===== src/rtl/core/tlsrhd_pkg.sv =====
// Shared constants for the TLS record and handshake deframer.
`timescale 1ns / 1ps
package tlsrhd_pkg;

   localparam logic [7:0] REC_CCS       = 8'd20;
   localparam logic [7:0] REC_ALERT     = 8'd21;
   localparam logic [7:0] REC_HANDSHAKE = 8'd22;
   localparam logic [7:0] REC_APP       = 8'd23;

   localparam logic [7:0] MSG_SERVER_HELLO = 8'd2;
   localparam logic [7:0] MSG_CERTIFICATE  = 8'd11;
   localparam logic [7:0] MSG_KEY_EXCHANGE = 8'd12;
   localparam logic [7:0] MSG_CERT_REQUEST = 8'd13;
   localparam logic [7:0] MSG_HELLO_DONE   = 8'd14;
   localparam logic [7:0] MSG_FINISHED     = 8'd20;

   localparam int HELLO_MIN_LEN  = 38;
   localparam int RANDOM_LEN     = 32;
   localparam int RECORD_HDR_LEN = 5;
   localparam int MSG_HDR_LEN    = 4;
   localparam int MAX_SESSION_ID = 32;

   typedef enum logic [2:0] {
      CONN_INIT     = 3'd0,
      CONN_HELLO    = 3'd1,
      CONN_CERT     = 3'd2,
      CONN_DONE     = 3'd3,
      CONN_CCS      = 3'd4,
      CONN_FINISHED = 3'd5,
      CONN_ERROR    = 3'd6
   } conn_type;

   typedef enum logic [2:0] {
      EV_NONE     = 3'd0,
      EV_RECORD   = 3'd1,
      EV_ALERT    = 3'd2,
      EV_CCS      = 3'd3,
      EV_DONE     = 3'd4,
      EV_FINISHED = 3'd5,
      EV_ERROR    = 3'd6
   } event_type;

   typedef enum logic [2:0] {
      KIND_NONE   = 3'd0,
      KIND_RANDOM = 3'd1,
      KIND_SID    = 3'd2,
      KIND_CERT   = 3'd3,
      KIND_APP    = 3'd4
   } kind_type;

   localparam logic csr_addr_app_enable = 1'b0;
   localparam logic csr_addr_init_len   = 1'b1;

endpackage


===== src/rtl/core/tls_record_handshake_deframer.sv =====
// Top level of the TLS record and handshake deframer.
`timescale 1ns / 1ps
// The deframer takes one received TLS byte per request and returns exactly one
// response per request. Each byte is parsed combinationally: the parser state is
// updated at the edge that accepts the request, and the response is written into
// the response register, or into the skid register while the response register
// is stalled. The single skid register absorbs one stall, and requests are
// stalled while it is full. Throughput is one byte per clock while the skid
// register is empty. Record headers (5 bytes) and handshake headers
// (4 bytes) are parsed, ServerHello version, suite and session ID length are
// captured, and random, session ID, certificate and (when enabled) application
// data bytes are forwarded. An error or alert halts the parser until a restart
// request. Configuration writes take effect at once and must only be made while
// the block is idle; writing initial_transcript_len also reloads the transcript
// fill level, clamped to TRANSCRIPT_BYTES.
module tls_record_handshake_deframer
   import tlsrhd_pkg::*;
#(
   parameter int TRANSCRIPT_BYTES = 8192
) (
   input  logic        clock,
   input  logic        reset,
   input  logic        req_valid,
   output logic        req_stall,
   input  logic [7:0]  req_rx_byte,
   input  logic        req_restart,
   output logic        rsp_valid,
   input  logic        rsp_stall,
   output logic [2:0]  rsp_conn_state,
   output logic [2:0]  rsp_event_res,
   output logic [7:0]  rsp_alert_sev,
   output logic [7:0]  rsp_alert_desc,
   output logic [15:0] rsp_proto_version,
   output logic [15:0] rsp_suite_code,
   output logic [5:0]  rsp_sid_length,
   output logic [7:0]  rsp_data_byte,
   output logic [2:0]  rsp_byte_kind,
   output logic        rsp_transcript_keep,
   output logic [7:0]  rsp_transcript_byte,
   input  logic        csr_psel,
   input  logic        csr_penable,
   input  logic        csr_pwrite,
   input  logic [2:0]  csr_paddr,
   input  logic [31:0] csr_pwdata,
   output logic [31:0] csr_prdata,
   output logic        csr_pready
);

   localparam int FW = $clog2(TRANSCRIPT_BYTES + 1);

   typedef enum logic [2:0] {
      PH_REC_HDR, PH_MSG_HDR, PH_MSG_BODY, PH_ALERT, PH_CCS, PH_APP, PH_HALT
   } phase_type;

   typedef struct packed {
      logic [2:0]  conn;
      logic [2:0]  ev;
      logic [7:0]  alvl;
      logic [7:0]  adesc;
      logic [15:0] ver;
      logic [15:0] suite;
      logic [5:0]  sid;
      logic [7:0]  dbyte;
      logic [2:0]  kind;
      logic        keep;
      logic [7:0]  tbyte;
   } rsp_type;

   // Configuration registers.
   logic        app_en_ff;
   logic [13:0] init_len_ff;

   // Parser state.
   phase_type   phase_ff, phase_in;
   logic [2:0]  hcnt_ff, hcnt_in;
   logic [7:0]  rkind_ff, rkind_in;
   logic [15:0] rleft_ff, rleft_in;
   logic [7:0]  mkind_ff, mkind_in;
   logic [23:0] mleft_ff, mleft_in;
   logic [15:0] moff_ff, moff_in;
   logic        save_ff, save_in;
   logic [FW-1:0] fill_ff, fill_in;
   logic [2:0]  conn_ff, conn_in;
   logic [15:0] ver_ff, ver_in, suite_ff, suite_in;
   logic [5:0]  sid_ff, sid_in;
   logic [7:0]  alvl_ff, alvl_in, adesc_ff, adesc_in;
   logic [2:0]  ev, kind;
   logic [7:0]  dbyte, tbyte;
   logic        keep;

   // Output register plus skid register.
   rsp_type     out_ff, skid_ff, res;
   logic        out_vld_ff, skid_vld_ff;

   logic        accept, cfg_wr;
   logic [FW-1:0] fill_start;

   assign csr_pready = 1'b1;
   assign cfg_wr     = csr_psel & csr_penable & csr_pwrite;
   assign req_stall  = skid_vld_ff;
   assign accept     = req_valid & ~skid_vld_ff;

   always_comb begin
      if ({{(32-14){1'b0}}, init_len_ff} < 32'(TRANSCRIPT_BYTES)) begin
         fill_start = FW'(init_len_ff);
      end else begin
         fill_start = FW'(TRANSCRIPT_BYTES);
      end
   end

   always_comb begin
      csr_prdata = '0;
      if (csr_paddr[2] == csr_addr_init_len) begin
         csr_prdata = {18'd0, init_len_ff};
      end else begin
         csr_prdata = {31'd0, app_en_ff};
      end
   end

   // One byte of parsing.
   always_comb begin
      logic [7:0]  b;
      logic [15:0] rl;
      logic [23:0] ml;
      logic        fail, fin, end_chk, keep_try;
      logic [15:0] o;
      logic [16:0] o17;
      b = req_rx_byte;
      phase_in = phase_ff; hcnt_in = hcnt_ff; rkind_in = rkind_ff;
      rleft_in = rleft_ff; mkind_in = mkind_ff; mleft_in = mleft_ff;
      moff_in = moff_ff; save_in = save_ff; fill_in = fill_ff;
      conn_in = conn_ff; ver_in = ver_ff; suite_in = suite_ff;
      sid_in = sid_ff; alvl_in = alvl_ff; adesc_in = adesc_ff;
      ev = EV_NONE; kind = KIND_NONE; dbyte = '0; keep = 1'b0; tbyte = '0;
      fail = 1'b0; fin = 1'b0; end_chk = 1'b0; keep_try = 1'b0;
      rl = rleft_ff; ml = mleft_ff; o = moff_ff;
      o17 = {1'b0, moff_ff};
      if (req_restart) begin
         phase_in = PH_REC_HDR; hcnt_in = '0; rkind_in = '0; rleft_in = '0;
         mkind_in = '0; mleft_in = '0; moff_in = '0; save_in = 1'b0;
         fill_in = fill_start; conn_in = CONN_INIT; ver_in = '0;
         suite_in = '0; sid_in = '0; alvl_in = '0; adesc_in = '0;
      end else begin
         unique case (phase_ff)
            PH_REC_HDR: begin
               if (hcnt_ff == 3'd0) rkind_in = b;
               if (hcnt_ff == 3'd3) rleft_in = {b, 8'd0};
               if (hcnt_ff == 3'd4) begin
                  rl = {rleft_ff[15:8], b};
                  rleft_in = rl;
               end
               hcnt_in = hcnt_ff + 3'd1;
               if (hcnt_ff == 3'(RECORD_HDR_LEN - 1)) begin
                  hcnt_in = '0;
                  moff_in = '0;
                  case (rkind_ff)
                     REC_HANDSHAKE: phase_in = PH_MSG_HDR;
                     REC_ALERT:     phase_in = PH_ALERT;
                     REC_CCS:       phase_in = PH_CCS;
                     REC_APP:       phase_in = PH_APP;
                     default:       fail = 1'b1;
                  endcase
                  end_chk = ~fail;
               end
            end
            PH_MSG_HDR: begin
               if (hcnt_ff == 3'd0) begin
                  mkind_in = b;
                  ml = '0;
                  save_in = (b == MSG_SERVER_HELLO) || (b == MSG_CERTIFICATE) ||
                            (b == MSG_KEY_EXCHANGE) || (b == MSG_CERT_REQUEST) ||
                            (b == MSG_HELLO_DONE);
               end else begin
                  ml = {mleft_ff[15:0], b};
               end
               mleft_in = ml;
               keep_try = 1'b1;
               rl = rleft_ff - 16'd1;
               rleft_in = rl;
               hcnt_in = hcnt_ff + 3'd1;
               if (hcnt_ff != 3'(MSG_HDR_LEN - 1)) begin
                  if (rl == 16'd0) fail = 1'b1;
               end else begin
                  hcnt_in = '0;
                  if (ml > {8'd0, rl} ||
                      (mkind_ff == MSG_SERVER_HELLO && ml < 24'(HELLO_MIN_LEN)) ||
                      (mkind_ff == MSG_CERTIFICATE && ml < 24'd3)) begin
                     fail = 1'b1;
                  end else begin
                     moff_in = '0;
                     if (ml == 24'd0) fin = 1'b1;
                     else phase_in = PH_MSG_BODY;
                  end
               end
            end
            PH_MSG_BODY: begin
               keep_try = 1'b1;
               if (mkind_ff == MSG_SERVER_HELLO) begin
                  if (o == 16'd0) ver_in = {b, ver_ff[7:0]};
                  else if (o == 16'd1) ver_in = {ver_ff[15:8], b};
                  else if (o17 < 17'(2 + RANDOM_LEN)) begin
                     kind = KIND_RANDOM; dbyte = b;
                  end else if (o17 == 17'(2 + RANDOM_LEN)) begin
                     if (b > 8'(MAX_SESSION_ID) ||
                         (mleft_ff - 24'd1) < ({16'd0, b} + 24'd2)) fail = 1'b1;
                     else sid_in = b[5:0];
                  end else if (o17 < 17'(3 + RANDOM_LEN) + {11'd0, sid_ff}) begin
                     kind = KIND_SID; dbyte = b;
                  end else if (o17 == 17'(3 + RANDOM_LEN) + {11'd0, sid_ff}) begin
                     suite_in = {b, suite_ff[7:0]};
                  end else if (o17 == 17'(4 + RANDOM_LEN) + {11'd0, sid_ff}) begin
                     suite_in = {suite_ff[15:8], b};
                  end
               end else if (mkind_ff == MSG_CERTIFICATE) begin
                  kind = KIND_CERT; dbyte = b;
               end
               if (!fail) begin
                  if (moff_ff != 16'hFFFF) moff_in = moff_ff + 16'd1;
                  mleft_in = mleft_ff - 24'd1;
                  rl = rleft_ff - 16'd1;
                  rleft_in = rl;
                  if (mleft_ff == 24'd1) fin = 1'b1;
               end
            end
            PH_ALERT, PH_CCS, PH_APP: begin
               rl = rleft_ff - 16'd1;
               if (phase_ff == PH_ALERT) begin
                  if (moff_ff == 16'd0 && rleft_ff >= 16'd2) alvl_in = b;
                  if (moff_ff == 16'd1) begin
                     adesc_in = b; conn_in = CONN_ERROR;
                     phase_in = PH_HALT; ev = EV_ALERT;
                  end
                  if (moff_ff != 16'hFFFF) moff_in = moff_ff + 16'd1;
               end else if (phase_ff == PH_CCS) begin
                  if (rleft_ff == 16'd1 && moff_ff == 16'd0 && b == 8'd1) begin
                     conn_in = CONN_CCS; ev = EV_CCS;
                  end
                  if (moff_ff != 16'hFFFF) moff_in = moff_ff + 16'd1;
               end else if (app_en_ff) begin
                  kind = KIND_APP; dbyte = b;
               end
               if (!(phase_ff == PH_ALERT && moff_ff == 16'd1)) begin
                  rleft_in = rl;
                  end_chk = 1'b1;
               end
            end
            default: ;
         endcase
         // Transcript append happens before any error on this byte.
         if (keep_try && save_in && fill_ff < FW'(TRANSCRIPT_BYTES)) begin
            keep = 1'b1; tbyte = b; fill_in = fill_ff + FW'(1);
         end
         if (fail) begin
            conn_in = CONN_ERROR; phase_in = PH_HALT; ev = EV_ERROR;
         end
         if (fin) begin
            case (mkind_ff)
               MSG_SERVER_HELLO: conn_in = CONN_HELLO;
               MSG_CERTIFICATE:  conn_in = CONN_CERT;
               MSG_HELLO_DONE: begin conn_in = CONN_DONE; ev = EV_DONE; end
               MSG_FINISHED: begin conn_in = CONN_FINISHED; ev = EV_FINISHED; end
               default: ;
            endcase
            phase_in = PH_MSG_HDR;
            hcnt_in = '0;
            end_chk = 1'b1;
         end
         if (end_chk && rl == 16'd0) begin
            phase_in = PH_REC_HDR;
            hcnt_in = '0;
            if (ev == EV_NONE) ev = EV_RECORD;
         end
      end
   end

   // Response fields for the byte being accepted.
   always_comb begin
      res.conn  = conn_in;   res.ev    = ev;
      res.alvl  = alvl_in;   res.adesc = adesc_in;
      res.ver   = ver_in;    res.suite = suite_in;
      res.sid   = sid_in;    res.dbyte = dbyte;
      res.kind  = kind;      res.keep  = keep;
      res.tbyte = tbyte;
   end

   always_ff @(posedge clock) begin
      if (reset) begin
         app_en_ff <= 1'b0; init_len_ff <= '0;
         phase_ff <= PH_REC_HDR; hcnt_ff <= '0; rkind_ff <= '0; rleft_ff <= '0;
         mkind_ff <= '0; mleft_ff <= '0; moff_ff <= '0; save_ff <= 1'b0;
         fill_ff <= '0; conn_ff <= CONN_INIT; ver_ff <= '0; suite_ff <= '0;
         sid_ff <= '0; alvl_ff <= '0; adesc_ff <= '0;
         out_vld_ff <= 1'b0; skid_vld_ff <= 1'b0;
      end else begin
         if (cfg_wr && csr_paddr[2] == csr_addr_app_enable) app_en_ff <= csr_pwdata[0];
         if (cfg_wr && csr_paddr[2] == csr_addr_init_len) begin
            init_len_ff <= csr_pwdata[13:0];
            if (csr_pwdata[13:0] < 14'(TRANSCRIPT_BYTES > 16383 ? 16383 : TRANSCRIPT_BYTES)
                || TRANSCRIPT_BYTES > 16383) begin
               fill_ff <= FW'(csr_pwdata[13:0]);
            end else begin
               fill_ff <= FW'(TRANSCRIPT_BYTES);
            end
         end
         if (accept) begin
            phase_ff <= phase_in; hcnt_ff <= hcnt_in; rkind_ff <= rkind_in;
            rleft_ff <= rleft_in; mkind_ff <= mkind_in; mleft_ff <= mleft_in;
            moff_ff <= moff_in; save_ff <= save_in; fill_ff <= fill_in;
            conn_ff <= conn_in; ver_ff <= ver_in; suite_ff <= suite_in;
            sid_ff <= sid_in; alvl_ff <= alvl_in; adesc_ff <= adesc_in;
         end
         // Response register with one skid entry.
         if (!rsp_stall || !out_vld_ff) begin
            if (skid_vld_ff) begin
               out_ff <= skid_ff; out_vld_ff <= 1'b1; skid_vld_ff <= 1'b0;
            end else begin
               out_vld_ff <= accept;
               if (accept) out_ff <= res;
            end
         end else if (accept) begin
            skid_ff <= res; skid_vld_ff <= 1'b1;
         end
      end
   end

   assign rsp_valid           = out_vld_ff;
   assign rsp_conn_state      = out_ff.conn;
   assign rsp_event_res       = out_ff.ev;
   assign rsp_alert_sev       = out_ff.alvl;
   assign rsp_alert_desc      = out_ff.adesc;
   assign rsp_proto_version   = out_ff.ver;
   assign rsp_suite_code      = out_ff.suite;
   assign rsp_sid_length      = out_ff.sid;
   assign rsp_data_byte       = out_ff.dbyte;
   assign rsp_byte_kind       = out_ff.kind;
   assign rsp_transcript_keep = out_ff.keep;
   assign rsp_transcript_byte = out_ff.tbyte;

   // The skid entry is only filled while the response register is full.
   a_skid_needs_out: assert property (@(posedge clock) disable iff (reset)
      skid_vld_ff |-> out_vld_ff) else $error("skid full with empty output");
   // The halted parser stays halted until a restart request.
   a_halt_sticky: assert property (@(posedge clock) disable iff (reset)
      (phase_ff == PH_HALT && !(accept && req_restart)) |=> phase_ff == PH_HALT)
      else $error("parser left halt without restart");
   // The transcript fill never passes its capacity.
   a_fill_cap: assert property (@(posedge clock) disable iff (reset)
      fill_ff <= FW'(TRANSCRIPT_BYTES)) else $error("transcript overflow");
   // An error state always comes with the halted parser.
   a_err_halt: assert property (@(posedge clock) disable iff (reset)
      conn_ff == CONN_ERROR |-> phase_ff == PH_HALT) else $error("error without halt");

endmodule


===== config.mk =====
export PLATFORM = sky130hd
export DESIGN_NAME = tls_record_handshake_deframer
export DESIGN_NICKNAME = d
export VERILOG_FILES = /design/src/rtl/core/tlsrhd_pkg.sv /design/src/rtl/core/tls_record_handshake_deframer.sv
export SDC_FILE = /design/constraint.sdc
export NUM_CORES = 1
export LEC_CHECK = 0
export ABC_AREA = 1
export BUFFER_PORTS_ARGS = -buffer_cell sky130_fd_sc_hd__buf_2
export CORE_MARGIN = 5
export CORE_UTILIZATION = 55
export CTS_BUF_LIST = sky130_fd_sc_hd__clkbuf_4
export DETAILED_ROUTE_END_ITERATION = 6
export PLACE_DENSITY_LB_ADDON = 0.2
export SYNTH_ARGS = -nofsm -noshare
export SYNTH_HDL_FRONTEND = slang
export SYNTH_SLANG_ARGS = --single-unit
export TNS_END_PERCENT = 30

===== constraint.sdc =====
create_clock -name clock -period 6.5 [get_ports clock]
set_clock_uncertainty 0.1 [all_clocks]
set_input_delay 0.65 -clock clock [delete_from_list [all_inputs] [get_ports clock]]
set_output_delay 0.65 -clock clock [all_outputs]
set_load 0.01 [all_outputs]

# == After elaboration in Yosys (flattened, before gate mapping) ==
# Cells that the tools add are included.
# word_totals
reg_bits,327
inputBits,51
wordCells,341
out_inout_bits,115
# op_classes
n_mux,173
add_sub_neg,8
order_cmp,11
bitwise_logic,8
n_reduce_logical,53
eq_ne,46
# op_table
cell,n
$mux 16,27
$mux 8,29
$mux 80,2
$pmux 16 s4,2
$mux 24,5
$mux 3,36
$mux 14,7
$eq 8x4->1 const B,6
$logic_not 16->1,3
$mux 6,8
$pmux 16 s3,1
$pmux 24 s2,1
$lt 14x14->1 const B,3
$eq 8x5->1 const B,5
$mux 1,36
$ne 6x6->1 const B,6
$eq 16x1->1 const B,2
$eq 16x7->1,2
$eq 24x1->1 const B,1
$gt 24x16->1,1
$logic_not 24->1,1
$lt 24x2->1 const B,1
$lt 24x6->1 const B,1
$lt 24x9->1,1
48 further kinds,112

# == Depth between registers and ports, before layout ==
# Gate-level depths: netlist of the first run.
# depth
depth_word,23
ltp_mapped,28
mapped_depth_nobuf,28

# == Least setup slack after synthesis of the first run ==
# Ideal clock, no wire load.
# synth_timing
path_kind,input-to-reg
startpoint,input reset
endpoint,register skid_ff[0] in the netlist's numbering (enable)
n_path_buf,3
cell_stages,6
required_ps,5880
arrival_ps,4721
setup_time_ps,520
path_slack_ps,1160
path_cell_list,clkbuf_1 -> clkinv_1 -> clkbuf_1 -> buf_6 -> nand2_1 -> nor2_1
# synth_between
elab_chain_len,2
# synth_lines
element,line_no,source
start: declaration,tls_record_handshake_deframer.sv:22,"input logic reset,"
$not 1->1 (no source line),n/a,
$reduce_and 3->1 (no source line),n/a,
end signal: assignment,tls_record_handshake_deframer.sv:321,skid_ff <= res; skid_vld_ff <= 1'b1;
end: declaration,tls_record_handshake_deframer.sv:92,"rsp_type out_ff, skid_ff, res;"
# No other way between the ends.
# A chain may end at the register's enable or synchronous reset.

# == Final worst setup path of the first run ==
# layout_timing
startpoint,register rleft_ff[2]
endpoint,register moff_ff[6]
# layout_between
elab_chain_len,6
# layout_lines
element,line_no,source
start: declaration,tls_record_handshake_deframer.sv:77,"logic [15:0] rleft_ff, rleft_in;"
start signal: assignment,tls_record_handshake_deframer.sv:307,rleft_ff <= rleft_in; mkind_ff <= mkind_in; mleft_ff <= mleft_in;
$sub 16x1->16,tls_record_handshake_deframer.sv:178,rl = rleft_ff - 16'd1;
$gt 24x16->1,tls_record_handshake_deframer.sv:185,"if (ml > {8'd0, rl} ||"
$logic_or 1x1->1,tls_record_handshake_deframer.sv:185,
$logic_or 1x1->1,tls_record_handshake_deframer.sv:186,(mkind_ff == MSG_SERVER_HELLO && ml < 24'(HELLO_MIN_LEN)) ||
$ne 3x3->1 (no source line),n/a,
$reduce_and 7->1 (no source line),n/a,
end signal: assignment,tls_record_handshake_deframer.sv:308,moff_ff <= moff_in; save_ff <= save_in; fill_ff <= fill_in;
end: declaration,tls_record_handshake_deframer.sv:80,"logic [15:0] moff_ff, moff_in;"
# No other way between the ends.

==> results.sh, run 1 <==
export IMPL_min_delay_path_class="input port to flip-flop"
export IMPL_vdd_drop_max_mv=0.124
export IMPL_slew_viol_final=0
export IMPL_place_hpwl_um=34600
export IMPL_hold_violations=0
export IMPL_synth_cell_type_count=52
export IMPL_final_min_clock_period_ns=5.05
export IMPL_drt_pass_1_iters=6
export IMPL_drc_errors=0
export IMPL_synthDominantAreaCellType="sky130_fd_sc_hd__edfxtp_1"
export IMPL_critical_path_data_arrival_time_ns=5.54
export IMPL_cts_max_path_buffers=3
export IMPL_synth_top_cell_area_share=0.270
export IMPL_vias_in_the_first_global_route=15700
export IMPL_numPortBuffers=126
export IMPL_postSynthRegisterBits=327
export IMPL_num_vias=16400
export IMPL_cts_clk_slew_worst_paths_ns=0.07
export IMPL_number_of_enable_type_register_cells_in_the_synthesized_netlist=160
export IMPL_syn_to_layout_area_delta_pct=11.3
export IMPL_cellPowerDensity_nw_per_um2=266
export IMPL_detailedRoute_firstIterationViolations=1503
export IMPL_die_y_um=190
export IMPL_timing_rr_start="rleft_ff[2]"
export IMPL_finish_net_count=2561
export IMPL_cts_sinks=327
export IMPL_post_route_util=0.614
export IMPL_die_area_um2=36100
export IMPL_yosysWarnings=0
export IMPL_worst_skew_pair_late_latency_ns=0.72
export IMPL_grt_start_max_net_pins=104
export IMPL_floorplan_initialDensity=0.552
export IMPL_timing_max_slew_rel_slack=0.157
export IMPL_timing_critical_path_fanout_max=22
export IMPL_synth_yosys_seq_area_share=0.457
export IMPL_antenna_found_initial=1
export IMPL_hold_worst_slack_ns=0.0792
export IMPL_setup_worst_path_class="flip-flop to flip-flop"
export IMPL_startpoint_type="flip-flop"
export IMPL_detail_route_wl_per_cell_um=16.9
export IMPL_rows=66
export IMPL_cts_root_buffer_cell="sky130_fd_sc_hd__clkbuf_4"
export IMPL_final_setup_violations=0
export IMPL_critical_path_required_ns=6.99
export IMPL_p_leak_nw=8.55
export IMPL_setup_worst_path_start="rleft_ff[2]"
export IMPL_cts_tree="yes"
export IMPL_syn_area_um2=17800
export IMPL_drive_gt1_frac=0.138
export IMPL_timing_fmax_mhz=198
export IMPL_floorplan_core_area_um2=32300
export IMPL_synthesis_instances=2325
export IMPL_finish_instance_area_um2=19800
export IMPL_finalWirelength_um=50400
export IMPL_totalNegativeSetupSlack_ns=0
export IMPL_globalRouteOverflowTotal=0
export IMPL_postCtsSetupBuffers=0
export IMPL_detail_route_antenna_nets=0
export IMPL_place_gp_congestion=0.948
export IMPL_htreeDepth=3
export IMPL_pin_count=166
export IMPL_synth_flop_cell="sky130_fd_sc_hd__dfxtp_1"
export IMPL_postSynthAreaPerCell_um2=7.66
export IMPL_grt_pass1_wl_um=80100
export IMPL_synth_top_cells_by_area="sky130_fd_sc_hd__edfxtp_1 (27%), sky130_fd_sc_hd__dfxtp_1 (19%), sky130_fd_sc_hd__nand2_1 (8.9%), sky130_fd_sc_hd__o21ai_0 (6.8%), sky130_fd_sc_hd__nor2_1 (6.6%)"
export IMPL_worst_slew_pin_slew_ns=1.25
export IMPL_die_w_um=190
export IMPL_grt_use_total=0.274
export IMPL_rsz_0062_raised_after_global_routing="no"
export IMPL_cts_made_buffers=87
export IMPL_hold_start="csr_pwdata[8]"
export IMPL_postPlaceCellArea_um2=18700
export IMPL_fin_crit_sh=0.776
export IMPL_maxCapViolations=0
export IMPL_cts_repair_resize_count=0
export IMPL_critical_path_endpoint_category="flip-flop"
export IMPL_asyncSetResetFlopFracSynth=0
export IMPL_outcome="complete, no violations"
export IMPL_hold_fix_buffers_at_cts=0
export IMPL_routed_via_density=5.50
-- critical path, cell delays in order, from the launching register on --
cell	delay [ns]
sky130_fd_sc_hd__dfxtp_1	0.37
sky130_fd_sc_hd__nor2_2	0.33
sky130_fd_sc_hd__nand3_1	0.24
sky130_fd_sc_hd__nor2_2	0.34
sky130_fd_sc_hd__nand4_1	0.20
sky130_fd_sc_hd__inv_1	0.11
sky130_fd_sc_hd__nand3_1	0.08
sky130_fd_sc_hd__xnor2_1	0.41
sky130_fd_sc_hd__inv_1	0.10
sky130_fd_sc_hd__ha_1	0.33
sky130_fd_sc_hd__nand4_1	0.12
sky130_fd_sc_hd__nor3_1	0.26
sky130_fd_sc_hd__nand2_1	0.09
sky130_fd_sc_hd__nand2_1	0.06
sky130_fd_sc_hd__nand2_1	0.09
sky130_fd_sc_hd__a21oi_1	0.30
sky130_fd_sc_hd__o41ai_1	0.11
sky130_fd_sc_hd__nand3_1	0.12
sky130_fd_sc_hd__buf_4	0.27
sky130_fd_sc_hd__inv_1	0.22
sky130_fd_sc_hd__nand2_1	0.10
sky130_fd_sc_hd__nand2_1	0.26
sky130_fd_sc_hd__nor3b_1	0.27
-- state kept, by name, indices dropped and copies added, names as in the netlist, 6 cells and up --
| signal | flops |
|---|---|
| rsp_sid_length | 6 |
| rsp_transcript_byte | 8 |
| mkind_ff | 8 |
| fill_ff | 14 |
| sid_ff | 6 |
| alvl_ff | 8 |
| skid_ff | 80 |
| ver_ff | 16 |
| mleft_ff | 24 |
| suite_ff | 16 |
| rsp_alert_desc | 8 |
| rsp_proto_version | 16 |
| rleft_ff | 16 |
| rsp_suite_code | 16 |
| init_len_ff | 14 |
| rkind_ff | 8 |
| moff_ff | 16 |
| adesc_ff | 8 |
| rsp_alert_sev | 8 |
| rsp_data_byte | 8 |
-- report_power, final --
group | switching, W | internal, W | total (W)
logic | 0.000816 | 0.000352 | 0.00117
clock network | 0.000860 | 0.000917 | 0.00178
registers | 0.0000707 | 0.00226 | 0.00233
total | 0.00175 | 0.00353 | 0.00528
-- final timing paths --
kind | to | slack (ns) | cells after the start
max | moff_ff[6] | 1.45 | 22
min | init_len_ff[8] | 0.08 | 3
max reg2reg | moff_ff[6] | 1.45 | 22
min reg2reg | req_stall | 0.36 | 2
-- synth_stat cells, types with 7 or more instances --
| cell | number |
|---|---|
| sky130_fd_sc_hd__nor4_1 | 18 |
| sky130_fd_sc_hd__dfxtp_1 | 167 |
| sky130_fd_sc_hd__buf_1 | 11 |
| sky130_fd_sc_hd__ha_1 | 49 |
| sky130_fd_sc_hd__clkbuf_1 | 80 |
| sky130_fd_sc_hd__nor3_1 | 69 |
| sky130_fd_sc_hd__a211oi_1 | 18 |
| sky130_fd_sc_hd__xor2_1 | 32 |
| sky130_fd_sc_hd__o21a_1 | 10 |
| sky130_fd_sc_hd__a21oi_1 | 173 |
| sky130_fd_sc_hd__inv_1 | 263 |
| sky130_fd_sc_hd__nand4_1 | 29 |
| sky130_fd_sc_hd__inv_2 | 7 |
| sky130_fd_sc_hd__o211ai_1 | 32 |
| sky130_fd_sc_hd__clkinv_1 | 10 |
| sky130_fd_sc_hd__o21ai_1 | 8 |
| sky130_fd_sc_hd__edfxtp_1 | 160 |
| sky130_fd_sc_hd__nand2_1 | 423 |
| sky130_fd_sc_hd__buf_4 | 19 |
| sky130_fd_sc_hd__nor2_2 | 15 |
| sky130_fd_sc_hd__a31oi_1 | 11 |
| sky130_fd_sc_hd__or2_2 | 17 |
| sky130_fd_sc_hd__nor2_1 | 314 |
| sky130_fd_sc_hd__o21ai_0 | 243 |
| sky130_fd_sc_hd__nand3_1 | 80 |
-- metrics by stage --
step	setup WS, ns	power (W)	cells
global route	1.01	0.00559	2977
finish	1.45	0.00528	2977
detailed placement	1.58	0.00353	2814
floorplan	1.16	0.00321	2342
global placement	1.63	0.00350	2814
CTS	1.51	0.00531	2976
-- cell families (layout without fill, tap and decap cells) --
| logic type | count (synthesis) | in the layout | share of synthesized area |
|---|---|---|---|
| and+or+nand+nor | 994 | 994 | 0.241 |
| AOI/OAI and AO/OA | 522 | 522 | 0.161 |
| buffers and inverters | 395 | 587 | 0.0883 |
| DFF | 327 | 327 | 0.457 |
| adders and majority gates | 49 | 49 | 0.0344 |
| xor gates and xnor gates | 36 | 36 | 0.0177 |
| other | 2 | 20 | 0.000422 |
-- layer usage --
layer / vias up / track usage / wire length [µm]
met1: 7614 / 0.362 / 22100
li1: 8085 / - / -
met2: 583 / 0.454 / 23500
met4: 0 / 0.102 / 1470
met3: 99 / 0.0481 / 3390
met5: - / 0 / 0
-- cell type report --
type	count	area (µm²)
inverter	280	1050
sequential	327	8150
multi-input combinational	1620	8170
clock inverter	33	140
tap	442	553
clock buffer	129	968
antenna	1	2.50
fill	2984	12500
timing repair buffer	145	786
-- cell usage in the layout (no fill, tap or decap), types with 8 or more instances in the layout --
cell,instances
sky130_fd_sc_hd__dfxtp_1,166
sky130_fd_sc_hd__nand3_1,80
sky130_fd_sc_hd__nor4_1,18
sky130_fd_sc_hd__o21a_1,10
sky130_fd_sc_hd__buf_2,126
sky130_fd_sc_hd__o21ai_0,243
sky130_fd_sc_hd__a31oi_1,11
sky130_fd_sc_hd__nor2_1,312
sky130_fd_sc_hd__o21ai_1,8
sky130_fd_sc_hd__inv_2,11
sky130_fd_sc_hd__edfxtp_1,160
sky130_fd_sc_hd__clkinv_1,31
sky130_fd_sc_hd__nand4_1,29
sky130_fd_sc_hd__a21oi_1,173
sky130_fd_sc_hd__nor2_2,15
sky130_fd_sc_hd__nor3_1,69
sky130_fd_sc_hd__nand2_1,423
sky130_fd_sc_hd__xor2_1,32
sky130_fd_sc_hd__inv_1,263
sky130_fd_sc_hd__conb_1,19
sky130_fd_sc_hd__a211oi_1,18
sky130_fd_sc_hd__clkbuf_4,129
sky130_fd_sc_hd__o211ai_1,32
sky130_fd_sc_hd__buf_4,18
sky130_fd_sc_hd__ha_1,49
sky130_fd_sc_hd__or2_2,17
Power figures use the tool's default switching activity.
==> run 2, diff against run 1 <==
- clock period: 6.5 -> 5.15 ns (I/O delays scaled with it)
==> run 2 against run 1 <==
Against the previous run:
- register-to-register slack worse by 0.81 ns
- non-clock buffer count up 24
- sequential power up 27%
- first-iteration DRC count down 13%
- global-route usage grew 0.27 points
- die area unchanged
- power grew 28%
==> results.sh, run 2 (synthesis results as in run 1) <==
export IMPL_outcome="complete, no violations"
export IMPL_critical_path_data_arrival_time_ns=4.85
export IMPL_startpoint_type="flip-flop"
export IMPL_slew_viol_final=0
export IMPL_timing_rr_start="rleft_ff[6]"
export IMPL_dp_slack_ns=0.762
export IMPL_numPortBuffers=126
export IMPL_cts_tree="yes"
export IMPL_floorplan_initialDensity=0.552
export IMPL_top_register="skid_ff"
export IMPL_place_hpwl_um=34500
export IMPL_floorplan_core_area_um2=32300
export IMPL_detail_route_wl_per_cell_um=17.0
export IMPL_finish_net_count=2586
export IMPL_finalWirelength_um=50900
export IMPL_cellPowerDensity_nw_per_um2=336
export IMPL_grt_use_total=0.277
export IMPL_vias_in_the_first_global_route=15600
export IMPL_timing_fmax_mhz=222
export IMPL_hold_violations=0
export IMPL_cts_root_buffer_cell="sky130_fd_sc_hd__clkbuf_4"
export IMPL_most_frequent_standard_cell_in_the_layout_excluding_fill_and_tap_cells="sky130_fd_sc_hd__nand2_1"
export IMPL_setup_worst_path_start="rleft_ff[6]"
export IMPL_cts_max_path_buffers=3
export IMPL_routed_via_density=5.52
export IMPL_largest_reg_flops=80
export IMPL_rows=66
export IMPL_detailedRoute_firstIterationViolations=1306
export IMPL_critical_path_endpoint_category="flip-flop"
export IMPL_worst_skew_pair_late_latency_ns=0.78
export IMPL_layout_common_cells="sky130_fd_sc_hd__nand2_1 (423), sky130_fd_sc_hd__nor2_1 (312), sky130_fd_sc_hd__inv_1 (263)"
export IMPL_worst_reg_to_reg_setup_slack_ns=0.65
export IMPL_cts_sinks=327
export IMPL_antenna_found_initial=1
export IMPL_setup_worst_path_class="flip-flop to flip-flop"
export IMPL_cts_made_buffers=88
export IMPL_final_min_clock_period_ns=4.50
export IMPL_drc_errors=0
export IMPL_drt_pass_1_iters=7
export IMPL_worst_slew_pin_slew_ns=1.27
export IMPL_globalRouteOverflowTotal=0
export IMPL_n_fill_cell=2954
export IMPL_final_setup_violations=0
export IMPL_timing_critical_path_fanout_max=6
export IMPL_layoutNonFillerInstCount=2999
export IMPL_maxCapViolations=0
export IMPL_syn_to_layout_area_delta_pct=12.6
export IMPL_num_vias=16600
export IMPL_reg_largest_list="skid_ff: 80 flops, mleft_ff: 24 flops"
export IMPL_die_y_um=190
export IMPL_die_w_um=190
export IMPL_cts_clk_slew_worst_paths_ns=0.06
export IMPL_place_gp_congestion=0.965
export IMPL_vdd_drop_max_mv=0.195
export IMPL_drive_gt1_frac=0.138
export IMPL_p_leak_nw=8.64
export IMPL_pin_count=166
export IMPL_grt_start_max_net_pins=111
export IMPL_min_delay_path_class="input port to flip-flop"
export IMPL_grt_pass1_wl_um=80800
export IMPL_critical_path_required_ns=5.50
export IMPL_fin_crit_sh=0.875
export IMPL_rsz_0062_raised_after_global_routing="no"
export IMPL_placedCellCount=2823
export IMPL_post_route_util=0.621
export IMPL_hold_start="req_valid"
export IMPL_timing_max_slew_rel_slack=0.147
export IMPL_die_area_um2=36100
export IMPL_cts_repair_resize_count=0
export IMPL_finalWorstSetupSlack_ns=0.645
export IMPL_detail_route_antenna_nets=0
export IMPL_htreeDepth=3
-- run 2: cell types whose count changed in the layout (fill, tap and decap cells not counted), moves of 2 or more --
cell,previous run,this run
sky130_fd_sc_hd__dlygate4sd3_1,0,15
sky130_fd_sc_hd__buf_4,18,28
sky130_fd_sc_hd__clkbuf_4,129,124
sky130_fd_sc_hd__clkinv_2,6,2
sky130_fd_sc_hd__clkinv_1,31,34
sky130_fd_sc_hd__bufinv_16,0,2
sky130_fd_sc_hd__diode_2,1,3
-- run 2: metal layers --
| layer | share of wire | global-route usage | vias up |
|---|---|---|---|
| li1 | - | - | 8139 |
| met1 | 0.42 | 0.365 | 7619 |
| met2 | 0.46 | 0.455 | 667 |
| met3 | 0.077 | 0.0455 | 135 |
| met4 | 0.035 | 0.113 | 0 |
| met5 | 0 | 0 | - |
-- run 2: final cells by class --
type,instances,area [µm²],share of cell area
repair buffers,169,991,0.0494
clock inverters,34,196,0.00979
diodes,3,7.51,0.000374
clock buffers,124,931,0.0464
flip-flops and latches,327,8150,0.406
inverters,280,1050,0.0525
well taps,442,553,0.0276
multi-input cells,1620,8170,0.408
-- run 2: stage by stage --
stage	power (W)	area (µm²)	hold slack [ns]	setup TNS [ns]
after floorplan	0.00405	17900	0.329	-2.16
after global placement	0.00442	18800	0.340	0
after detailed placement	0.00446	18800	0.352	0
after CTS	0.00678	20000	0.00206	0
after global routing	0.00714	20100	0.0542	0
final	0.00675	20100	0.0576	0
-- run 2: path summary, 6_finish.rpt --
| kind | endpoint | cells past startpoint |
|---|---|---|
| hold / removal | rsp_valid | 3 |
| hold reg to reg | rkind_ff[3] | 2 |
| setup / recovery | rsp_conn_state[1] | 20 |
| setup reg to reg | rsp_conn_state[1] | 20 |
-- run 2: timing repair --
item                                    in CTS  in global routing
endpoints found under the hold margin       20                  0
setup buffers                                0                  0
endpoints found under the setup margin       0                  0
hold buffers                                15                  0
-- run 2: power breakdown --
group | total, W | switching [W] | leakage [nW] | internal [W]
combinational | 0.00149 | 0.00104 | 5.09 | 0.000457
sequential | 0.00295 | 0.0000889 | 2.89 | 0.00286
clock | 0.00231 | 0.00109 | 0.664 | 0.00122
total | 0.00675 | 0.00222 | 8.64 | 0.00453
-- run 2: critical path, stage by stage (launching register included) --
cell and delay [ns]:
sky130_fd_sc_hd__dfxtp_1 0.34, sky130_fd_sc_hd__nor2_1 0.17, sky130_fd_sc_hd__nand2_1 0.20, sky130_fd_sc_hd__nor2_2 0.32
sky130_fd_sc_hd__nand4_1 0.18, sky130_fd_sc_hd__inv_1 0.11, sky130_fd_sc_hd__nand3_1 0.09, sky130_fd_sc_hd__xnor2_1 0.37
sky130_fd_sc_hd__inv_1 0.10, sky130_fd_sc_hd__ha_1 0.33, sky130_fd_sc_hd__nand4_1 0.11, sky130_fd_sc_hd__nor3_1 0.28
sky130_fd_sc_hd__nand4_1 0.12, sky130_fd_sc_hd__nand2_1 0.15, sky130_fd_sc_hd__nand3_1 0.09, sky130_fd_sc_hd__nand2_1 0.24
sky130_fd_sc_hd__inv_1 0.14, sky130_fd_sc_hd__a21oi_1 0.21, sky130_fd_sc_hd__inv_1 0.10, sky130_fd_sc_hd__o211ai_1 0.28
sky130_fd_sc_hd__o21ai_0 0.13
==> run 3, diff against run 2 <==
- ABC_AREA: 1 -> default
==> run 3 against run 2 <==
Against the previous run:
- synthesized cell count shrank 13%
- synthesized area grew 1.6%
- register-to-register slack lost 0.38 ns
- combinational power shrank 67%
- clock power grew 2%
- non-clock buffer count grew 52
- sequential share of layout area shrank 1.1 points
- die area grew 1.5%
- flip-flop and latch count is the same
- critical path type unchanged
- largest power group unchanged
==> results.sh, run 3 <==
export IMPL_outcome="complete, no violations"
export IMPL_clockPowerShare=0.418
export IMPL_totalNegativeSetupSlack_ns=0
export IMPL_synth_cell_type_count=86
export IMPL_detail_route_antenna_nets=0
export IMPL_yosys_cell_count_top_type="sky130_fd_sc_hd__nand2_1"
export IMPL_total_power_w=0.00563
export IMPL_largest_reg_flops=80
export IMPL_timing_max_slew_rel_slack=0.302
export IMPL_worst_slew_pin_slew_ns=1.05
export IMPL_die_w_um=191
export IMPL_reg2reg_depth=18
export IMPL_sequentialPowerShare=0.496
export IMPL_pin_count=166
export IMPL_vias_in_the_first_global_route=15100
export IMPL_fin_crit_sh=0.949
export IMPL_timing_fmax_mhz=205
export IMPL_cellPowerDensity_nw_per_um2=273
export IMPL_floorplan_core_area_um2=32500
export IMPL_synthesis_instances=2026
export IMPL_antenna_found_initial=3
export IMPL_critical_path_required_ns=5.50
export IMPL_synth_yosys_seq_area_share=0.450
export IMPL_layout_common_cells="sky130_fd_sc_hd__nand2_1 (284), sky130_fd_sc_hd__nor2_1 (205), sky130_fd_sc_hd__a21oi_1 (186)"
export IMPL_grt_use_total=0.282
export IMPL_htreeDepth=3
export IMPL_die_y_um=191
export IMPL_synth_flop_cell="sky130_fd_sc_hd__dfxtp_1"
export IMPL_setup_worst_path_start="rleft_ff[1]"
export IMPL_finalWirelength_um=52700
export IMPL_synth_commonest_cells="sky130_fd_sc_hd__nand2_1 (284), sky130_fd_sc_hd__nor2_1 (205), sky130_fd_sc_hd__a21oi_1 (186), sky130_fd_sc_hd__dfxtp_1 (167), sky130_fd_sc_hd__edfxtp_1 (160)"
export IMPL_finish_net_count=2284
export IMPL_setup_worst_path_class="flip-flop to flip-flop"
export IMPL_worst_path_dominant_cell_family="compound AO/OA/AOI/OAI gates"
export IMPL_internal_power_w=0.00418
export IMPL_timing_critical_path_slowest_stage_cell="sky130_fd_sc_hd__or4b_2"
export IMPL_p_leak_nw=8.10
export IMPL_maxCapViolations=0
export IMPL_floorplan_initialDensity=0.556
export IMPL_hold_start="csr_pwrite"
export IMPL_postPlaceCellArea_um2=19300
export IMPL_top_register="skid_ff"
export IMPL_timing_critical_path_mode_cell="sky130_fd_sc_hd__o21ai_0"
export IMPL_place_hpwl_um=35100
export IMPL_synthMuxAreaShare=0.0580
export IMPL_timing_critical_path_fanout_max=7
export IMPL_cts_clk_slew_worst_paths_ns=0.07
export IMPL_crit_path_max_incr_delay_ns=0.65
export IMPL_most_frequent_standard_cell_in_the_layout_excluding_fill_and_tap_cells="sky130_fd_sc_hd__nand2_1"
export IMPL_yosys_area_share_xor_xnor=0.0218
export IMPL_reg_largest_list="skid_ff: 80 flops, mleft_ff: 24 flops"
export IMPL_startpoint_type="flip-flop"
export IMPL_syn_to_layout_area_delta_pct=14.0
export IMPL_routed_via_density=5.94
export IMPL_cts_root_buffer_cell="sky130_fd_sc_hd__clkbuf_4"
export IMPL_cts_max_path_buffers=3
export IMPL_postSynthRegisterBits=327
export IMPL_postSynthAreaPerCell_um2=8.93
export IMPL_hold_worst_slack_ns=0.0834
export IMPL_finalWorstSetupSlack_ns=0.262
export IMPL_final_min_clock_period_ns=4.89
export IMPL_detail_route_wl_per_cell_um=19.5
export IMPL_die_area_um2=36600
export IMPL_worst_reg_to_reg_setup_slack_ns=0.26
export IMPL_detailedRoute_firstIterationViolations=1447
export IMPL_compound_gate_portion_of_the_synthesized_area=0.169
export IMPL_final_setup_violations=0
export IMPL_critical_path_data_arrival_time_ns=5.24
export IMPL_yosysWarnings=0
export IMPL_rsz_0062_raised_after_global_routing="no"
export IMPL_synthDominantAreaCellType="sky130_fd_sc_hd__edfxtp_1"
export IMPL_dp_slack_ns=0.257
export IMPL_grt_pass1_wl_um=82100
export IMPL_post_synth_and_or_nand_nor_area_fraction=0.219
export IMPL_p_comb_frac=0.087
export IMPL_number_of_enable_type_register_cells_in_the_synthesized_netlist=160
export IMPL_cts_made_buffers=85
export IMPL_num_vias=16000
export IMPL_worst_skew_pair_late_latency_ns=0.79
export IMPL_vdd_drop_max_mv=0.165
export IMPL_cts_sinks=327
export IMPL_drive_gt1_frac=0.187
export IMPL_cts_tree="yes"
export IMPL_critical_path_reg2reg_endpoint="rsp_conn_state[1]"
export IMPL_synth_top_family_by_area="simple AND/OR/NAND/NOR gates"
export IMPL_hold_violations=0
export IMPL_grt_start_max_net_pins=81
export IMPL_timing_rr_start="rleft_ff[1]"
export IMPL_power_switching_share=0.257
export IMPL_synth_top_cells_by_area="sky130_fd_sc_hd__edfxtp_1 (27%), sky130_fd_sc_hd__dfxtp_1 (18%), sky130_fd_sc_hd__nand2_1 (5.9%), sky130_fd_sc_hd__a21oi_1 (5.1%), sky130_fd_sc_hd__nor2_1 (4.3%)"
export IMPL_rows=66
export IMPL_place_gp_congestion=0.945
export IMPL_drt_pass_1_iters=5
export IMPL_numPortBuffers=126
export IMPL_synth_top_cell_area_share=0.266
export IMPL_slew_viol_final=0
export IMPL_yosys_area_share_adder=0.0339
export IMPL_timing_critical_path_to="rsp_conn_state[1]"
export IMPL_syn_area_um2=18100
export IMPL_asyncSetResetFlopFracSynth=0
export IMPL_critical_path_endpoint_category="flip-flop"
export IMPL_n_fill_cell=2847
export IMPL_worst_path_stages=18
export IMPL_drc_errors=0
export IMPL_path_cells="inv_1, ha_1, or4b_2, nor2_1, xnor2_1, ha_1, o21a_1, o21a_1, o21ai_0, a31oi_1, o31ai_1, a211oi_1, nor3_2, buf_4, nand2_1, o211a_1, o21ai_0, o21ai_0"
export IMPL_finish_instance_area_um2=20600
export IMPL_globalRouteOverflowTotal=0
export IMPL_min_delay_path_class="input port to flip-flop"
export IMPL_crit_buf_inv=2
export IMPL_switching_power_w=0.00145
==> run 3: cell count changes in the layout (fill, tap and decap cells not counted), sizes merged, moves of 34 or more <==
cell and change:
mux2i +71, o21ai -178, o31ai +56, buf +50, and2 +44, nor2 -128
nor2b +34, inv -239, nand2 -151
==> run 3: cell families (layout without fill, tap and decap cells) <==
logic type,Yosys count,in the layout
simple gates,824,824
compound gates,478,478
flops,327,327
buf+inv,200,412
mux,101,101
fa+ha+maj,49,49
xor+xnor,45,45
other cells,2,21
==> run 3: how the worst min path moves through the flow <==
stage	end	cells past startpoint
2_1_floorplan	alvl_ff[0]	2
3_3_place_gp	alvl_ff[2]	2
6_report	app_en_ff	5
3_5_place_dp	ver_ff[15]	2
4_1_cts	app_en_ff	5
5_1_grt	app_en_ff	5
==> run 3: through the flow <==
stage	instances	utilization
4_1_cts	2696	0.633
6_report	2699	0.634
3_5_place_dp	2521	0.592
3_3_place_gp	2521	0.592
2_1_floorplan	2043	-
5_1_grt	2699	0.634
==> run 3: what timing repair did <==
item	in CTS	in global routing
gates resized for setup	0	2
hold buffers	17	0
setup buffers	0	1
hold endpoints to repair	36	0
endpoints found under the setup margin	0	4
==> run 3: worst min-delay path, cell delays in order <==
cell	delay, ns
sky130_fd_sc_hd__buf_2	0.11
sky130_fd_sc_hd__nand3_1	0.11
sky130_fd_sc_hd__nor2_1	0.05
sky130_fd_sc_hd__nand2_1	0.06
sky130_fd_sc_hd__a21oi_1	0.05
==> run 3: power by group through the flow <==
stage	combinational (W)	clock (W)	sequential (W)
5_1_grt	0.000527	0.00255	0.00280
3_3_place_gp	0.000465	0	0.00285
4_1_cts	0.000482	0.00241	0.00279
3_5_place_dp	0.000470	0	0.00285
2_1_floorplan	0.000292	0	0.00286
6_report	0.000488	0.00235	0.00279
==> run 3: metal layers <==
metal	track usage	part of all wire	vias up
met3	0.0610	0.088	127
met2	0.436	0.45	733
li1	-	-	7670
met5	0	0.00025	-
met4	0.145	0.044	2
met1	0.375	0.41	7492
==> run 3: cell type report <==
cell class / count / area, µm² / area share
Multi-Input combinational cell: 1516 / 9220 / 0.447
Clock inverter: 20 / 116 / 0.00564
Tap cell: 442 / 553 / 0.0268
Clock buffer: 138 / 1040 / 0.0502
Sequential cell: 327 / 8150 / 0.395
Timing Repair Buffer: 221 / 1420 / 0.0687
Inverter: 33 / 124 / 0.00601
Antenna cell: 2 / 5.00 / 0.000243
